==> config.mk <==
export PLATFORM = sky130hd
export DESIGN_NAME = brb_stack
export DESIGN_NICKNAME = d
export VERILOG_FILES = /design/src/design/brb_pkg.sv /design/src/design/brb_cell.sv /design/src/design/brb_stack.sv
export SDC_FILE = /design/constraint.sdc
export NUM_CORES = 1
export LEC_CHECK = 0
export CORE_MARGIN = 1.5
export CORE_UTILIZATION = 43
export CTS_CLUSTER_SIZE = 10
export DETAILED_ROUTE_END_ITERATION = 6
export DONT_BUFFER_PORTS = 1
export HOLD_SLACK_MARGIN = 0.12
export PLACE_DENSITY = 0.59
export SETUP_SLACK_MARGIN = 0.02
export SLEW_MARGIN = 20
export SYNTH_ARGS = -nofsm -noshare
export SYNTH_HDL_FRONTEND = slang
export SYNTH_HIERARCHICAL = 1
export SYNTH_SLANG_ARGS = --single-unit
==> constraint.sdc <==
create_clock -name clk -period 1.35 [get_ports clk]
set_clock_uncertainty 0.15 [all_clocks]
set_input_delay 0.27 -clock clk [delete_from_list [all_inputs] [get_ports clk]]
set_output_delay 0.27 -clock clk [all_outputs]
set_load 0.05 [all_outputs]
==> src/design/brb_pkg.sv <==
// Shared types, constants and a helper function for the bracket balance checker.
package brb_pkg;

  // Stack geometry.
  localparam int STACK_DEPTH = 64;
  localparam int COUNT_W     = $clog2(STACK_DEPTH + 1);
  localparam int LIMIT_W     = 5;
  localparam int CMP_W       = (COUNT_W > LIMIT_W) ? COUNT_W : LIMIT_W;

  // Most leftover entries that one report can list.
  localparam logic [LIMIT_W-1:0] MAX_LISTED    = LIMIT_W'(16);
  localparam logic [LIMIT_W-1:0] LIMIT_DEFAULT = LIMIT_W'(6);

  // Characters of interest.
  localparam logic [7:0] CHAR_ROUND_OPEN   = 8'h28;
  localparam logic [7:0] CHAR_ROUND_CLOSE  = 8'h29;
  localparam logic [7:0] CHAR_SQUARE_OPEN  = 8'h5B;
  localparam logic [7:0] CHAR_SQUARE_CLOSE = 8'h5D;

  // Report kinds.
  localparam logic [1:0] KIND_VALID    = 2'd0;
  localparam logic [1:0] KIND_LISTED   = 2'd1;
  localparam logic [1:0] KIND_TOO_MANY = 2'd2;

  // Stack entry codes.
  typedef enum logic [1:0] {
    CODE_ROUND_OPEN   = 2'd0,
    CODE_SQUARE_OPEN  = 2'd1,
    CODE_ROUND_CLOSE  = 2'd2,
    CODE_SQUARE_CLOSE = 2'd3
  } code_t;

  // Per-cycle command shared by every cell of the stack.
  typedef enum logic [1:0] {
    OP_HOLD = 2'd0,
    OP_PUSH = 2'd1,
    OP_POP  = 2'd2
  } stack_op_t;

  // Command bundle from the controller to the stack.
  typedef struct packed {
    stack_op_t op;
    code_t     push_code;
  } stack_ctrl_t;

  // Input word.
  typedef struct packed {
    logic [7:0] symbol_char;
    logic       end_of_word;
  } in_word_t;

  // Output word.
  typedef struct packed {
    logic [1:0] report_kind;
    logic [7:0] missing_char;
    logic       last_of_report;
  } out_word_t;

  // Counterpart character of a stack entry.
  function automatic logic [7:0] partner_char(input code_t code);
    logic [7:0] ch;
    unique case (code)
      CODE_ROUND_OPEN:   ch = CHAR_ROUND_CLOSE;
      CODE_SQUARE_OPEN:  ch = CHAR_SQUARE_CLOSE;
      CODE_ROUND_CLOSE:  ch = CHAR_ROUND_OPEN;
      CODE_SQUARE_CLOSE: ch = CHAR_SQUARE_OPEN;
      default:           ch = CHAR_ROUND_OPEN;
    endcase
    return ch;
  endfunction

endpackage

==> src/design/brb_cell.sv <==
// One cell of the shifting bracket stack: holds a single entry code.
module brb_cell
  import brb_pkg::*;
(
  input  logic      clk,
  input  stack_op_t op,
  input  code_t     from_upper,
  input  code_t     from_lower,
  output code_t     code
);

  // On a push the entry moves one place down; on a pop one place up.
  always_ff @(posedge clk) begin
    unique case (op)
      OP_HOLD: code <= code;
      OP_PUSH: code <= from_upper;
      OP_POP:  code <= from_lower;
      default: code <= code;
    endcase
  end

endmodule

==> src/design/brb_stack.sv <==
// Row of cells forming the bracket stack, with the top entry in cell zero.
module brb_stack
  import brb_pkg::*;
(
  input  logic        clk,
  input  stack_ctrl_t ctrl,
  output code_t       top_code
);

  code_t cell_code [STACK_DEPTH];

  // Each cell takes its neighbours' entries; the ends see the new code or themselves.
  for (genvar i = 0; i < STACK_DEPTH; i++) begin : g_cell
    code_t upper;
    code_t lower;

    if (i == 0) begin : g_top
      assign upper = ctrl.push_code;
    end else begin : g_mid_up
      assign upper = cell_code[i-1];
    end

    if (i == STACK_DEPTH - 1) begin : g_bottom
      assign lower = cell_code[i];
    end else begin : g_mid_down
      assign lower = cell_code[i+1];
    end

    brb_cell u_cell (
      .clk        (clk),
      .op         (ctrl.op),
      .from_upper (upper),
      .from_lower (lower),
      .code       (cell_code[i])
    );
  end

  assign top_code = cell_code[0];

endmodule

==> results.sh <==
export IMPL_final_net_count=606
export IMPL_worstPathMaxFanout=2
export IMPL_netlist_top_cells_area="edfxtp_1 (59%), mux2_2 (22%), ha_1 (12%)"
export IMPL_post_dp_cell_area_sq_um=6812
export IMPL_worst_r2r_cell_count=3
export IMPL_r2r_end="g_cell[1].u_cell/code[0]$_DFFE_PP_"
export IMPL_slew_headroom_pct=88.10
export IMPL_grt_pass1_vias=3901
export IMPL_crit_type="reg -> out"
export IMPL_worstHoldPathType="in -> reg"
export IMPL_setup_viol=2
export IMPL_die_y_microns=126.6
export IMPL_drive_gt1_share_pct=28.47
export IMPL_ys_ff_latch=128
export IMPL_synth_compound_area_share_pct=0
export IMPL_setup_ws_ns=-0.06960
export IMPL_wl_per_cell_microns=14.79
export IMPL_power_leakage_uw=0.003490
export IMPL_layout_area_overhead_vs_synth_pct=22.75
export IMPL_rsz0062_at_grt="yes"
export IMPL_synth_distinct_cells=4
export IMPL_largest_register="g_cell.u_cell/code"
export IMPL_required_ns=0.93
export IMPL_timing_hold_ws_ns=0.1303
export IMPL_die_x_microns=126.6
export IMPL_seq_area_frac_synth_pct=58.54
export IMPL_avgSynthCellArea_sq_um=14.66
export IMPL_clk_pin_slew_worst_paths_ns=0.05
export IMPL_fillers=1189
export IMPL_largest_reg_flops=128
export IMPL_slew_viol_final=0
export IMPL_p_per_area_nw_per_um2=1384
export IMPL_synthXorXnorAreaFrac_pct=0
export IMPL_drtIter0Drc=133
export IMPL_gr_usage_all_layers_pct=14.65
export IMPL_max_cap_violations=0
export IMPL_yosys_area_share_simple_pct=0
export IMPL_path_buf_inv=1
export IMPL_initial_utilization_pct=44.67
export IMPL_diodes=0
export IMPL_ant_nets=0
export IMPL_tightest_slew_ns=0.1785
export IMPL_reg_top3="g_cell.u_cell/code (128)"
export IMPL_grt_overflow=0
export IMPL_dp_hpwl_microns=7000
export IMPL_core_sq_um=14700
export IMPL_r2r_start="g_cell[0].u_cell/code[0]$_DFFE_PP_"
export IMPL_numPortBuffers=0
export IMPL_via_count=3540
export IMPL_period_needed_ns=1.420
export IMPL_ff2ff_setup_slack_ns=0.02
export IMPL_dieArea_sq_um=16020
export IMPL_yosys_area_top_type="edfxtp_1"
export IMPL_synth_top_family_by_area="multiplexers"
export IMPL_wl_microns=10830
export IMPL_start_kind="flip-flop"
export IMPL_mappedNetlistArea_sq_um=6566
export IMPL_arrival_ns=1.00
export IMPL_worstSkewPairLatency_ns=0.40
export IMPL_htree_levels=4
export IMPL_gp_congestion=0.6637
export IMPL_hold_viol_final=0
export IMPL_syn_nets=517
export IMPL_tritoncts="done"
export IMPL_drcViolationCount=0
export IMPL_rows=44
export IMPL_ios=7
export IMPL_cts_root_buffer="clkbuf_16"
export IMPL_worstPathCellList="buf_6"
export IMPL_period_share_pct=105.2
export IMPL_end_kind="primary output"
export IMPL_cts_buffer_depth=2
export IMPL_ir_drop_mv=0.7102
export IMPL_slowest_delay_ns=0.42
export IMPL_worst_path_stages=1
export IMPL_cts_buffers=17
export IMPL_finalInstanceArea_sq_um=8060
export IMPL_synth_top_area_share_pct=58.54
export IMPL_synth_adder_area_share_pct=12.20
export IMPL_vias_per_cell=4.836
export IMPL_ys_warn_count=6
export IMPL_grt_pass1_wl_microns=18050
export IMPL_cp_top_family="flip-flops"
export IMPL_slowest_stage="edfxtp_1"
export IMPL_violations="negative setup slack"
export IMPL_dr_pass1_iters=4
export IMPL_crit_path_end="top_code[0]"
export IMPL_final_cell_mix="inv_1 (128), edfxtp_1 (128), mux2_2 (127)"
export IMPL_crit_start="g_cell[0].u_cell/code[0]$_DFFE_PP_"
export IMPL_grt_max_degree=65
export IMPL_numClockSinks=128
export IMPL_netlist_instances=448
export IMPL_fmax_ghz=0.7044
export IMPL_synthMuxAreaShare_pct=21.95
export IMPL_grt_antenna_before_repair=0
export IMPL_status="finished, violations left"
[worst min path at each step]
| stage | start | end | depth (start not counted) |
|---|---|---|---|
| floorplan | ctrl[0] | g_cell[0].u_cell/code[0]$_DFFE_PP_ | 1 |
| global route | ctrl[3] | g_cell[23].u_cell/code[0]$_DFFE_PP_ | 2 |
| CTS | ctrl[3] | g_cell[31].u_cell/code[1]$_DFFE_PP_ | 2 |
| detailed placement | ctrl[1] | g_cell[0].u_cell/code[1]$_DFFE_PP_ | 1 |
| global placement | ctrl[1] | g_cell[0].u_cell/code[1]$_DFFE_PP_ | 1 |
| finish | ctrl[3] | g_cell[23].u_cell/code[0]$_DFFE_PP_ | 2 |
[area by class of cell]
cell class / instances / area [sq um] / area share [%]
Clock inverter: 9 / 117.6 / 1.459
Multi-Input combinational cell: 192 / 2246 / 27.86
Clock buffer: 21 / 440.4 / 5.464
Inverter: 128 / 480.5 / 5.961
Sequential cell: 128 / 3844 / 47.69
Tap cell: 184 / 230.2 / 2.856
Timing Repair Buffer: 70 / 701.9 / 8.708
[synth_stat cells]
library cell	count
inv_1	128
ha_1	64
edfxtp_1	128
mux2_2	128
[per-layer routing]
metal,track usage [%],share of wire [%],up-vias
li1,-,-,1738
met1,16.54,44,1748
met2,26.97,53,39
met3,3.332,1.9,15
met4,5.477,1.5,0
met5,0,0,-
[report_power, final]
part / switching (uW) / total (uW) / internal, uW
sequential: 316 / 5450 / 5130
combinational: 495 / 1360 / 867
clock: 1500 / 4350 / 2850
[timing repair]
action | 4_1_cts | 5_1_grt
gates resized for setup | 2 | 2
endpoints found under the hold margin | 132 | 0
buffers inserted | 1 | 1
endpoints found under the setup margin | 2 | 2
hold buffers | 66 | 0
[logic make-up after synthesis]
family                     Yosys count
buffers and inverters              128
adders and majority gates           64
DFF                                128
muxes                              128
[metrics by stage]
stage / setup slack [ns] / power [uW] / utilization (%) / TNS, ns / instances
after floorplan: 0.02067 / 6238 / - / 0 / 448
after global placement: 0.1055 / 6495 / 46.34 / 0 / 634
after detailed placement: 0.08015 / 6588 / 46.34 / 0 / 634
after CTS: -0.07181 / 11260 / 54.73 / -0.1426 / 731
after global routing: -0.1001 / 11650 / 54.83 / -0.1987 / 732
final: -0.06960 / 11160 / 54.83 / -0.1366 / 732
Power figures use the tool's default switching activity.
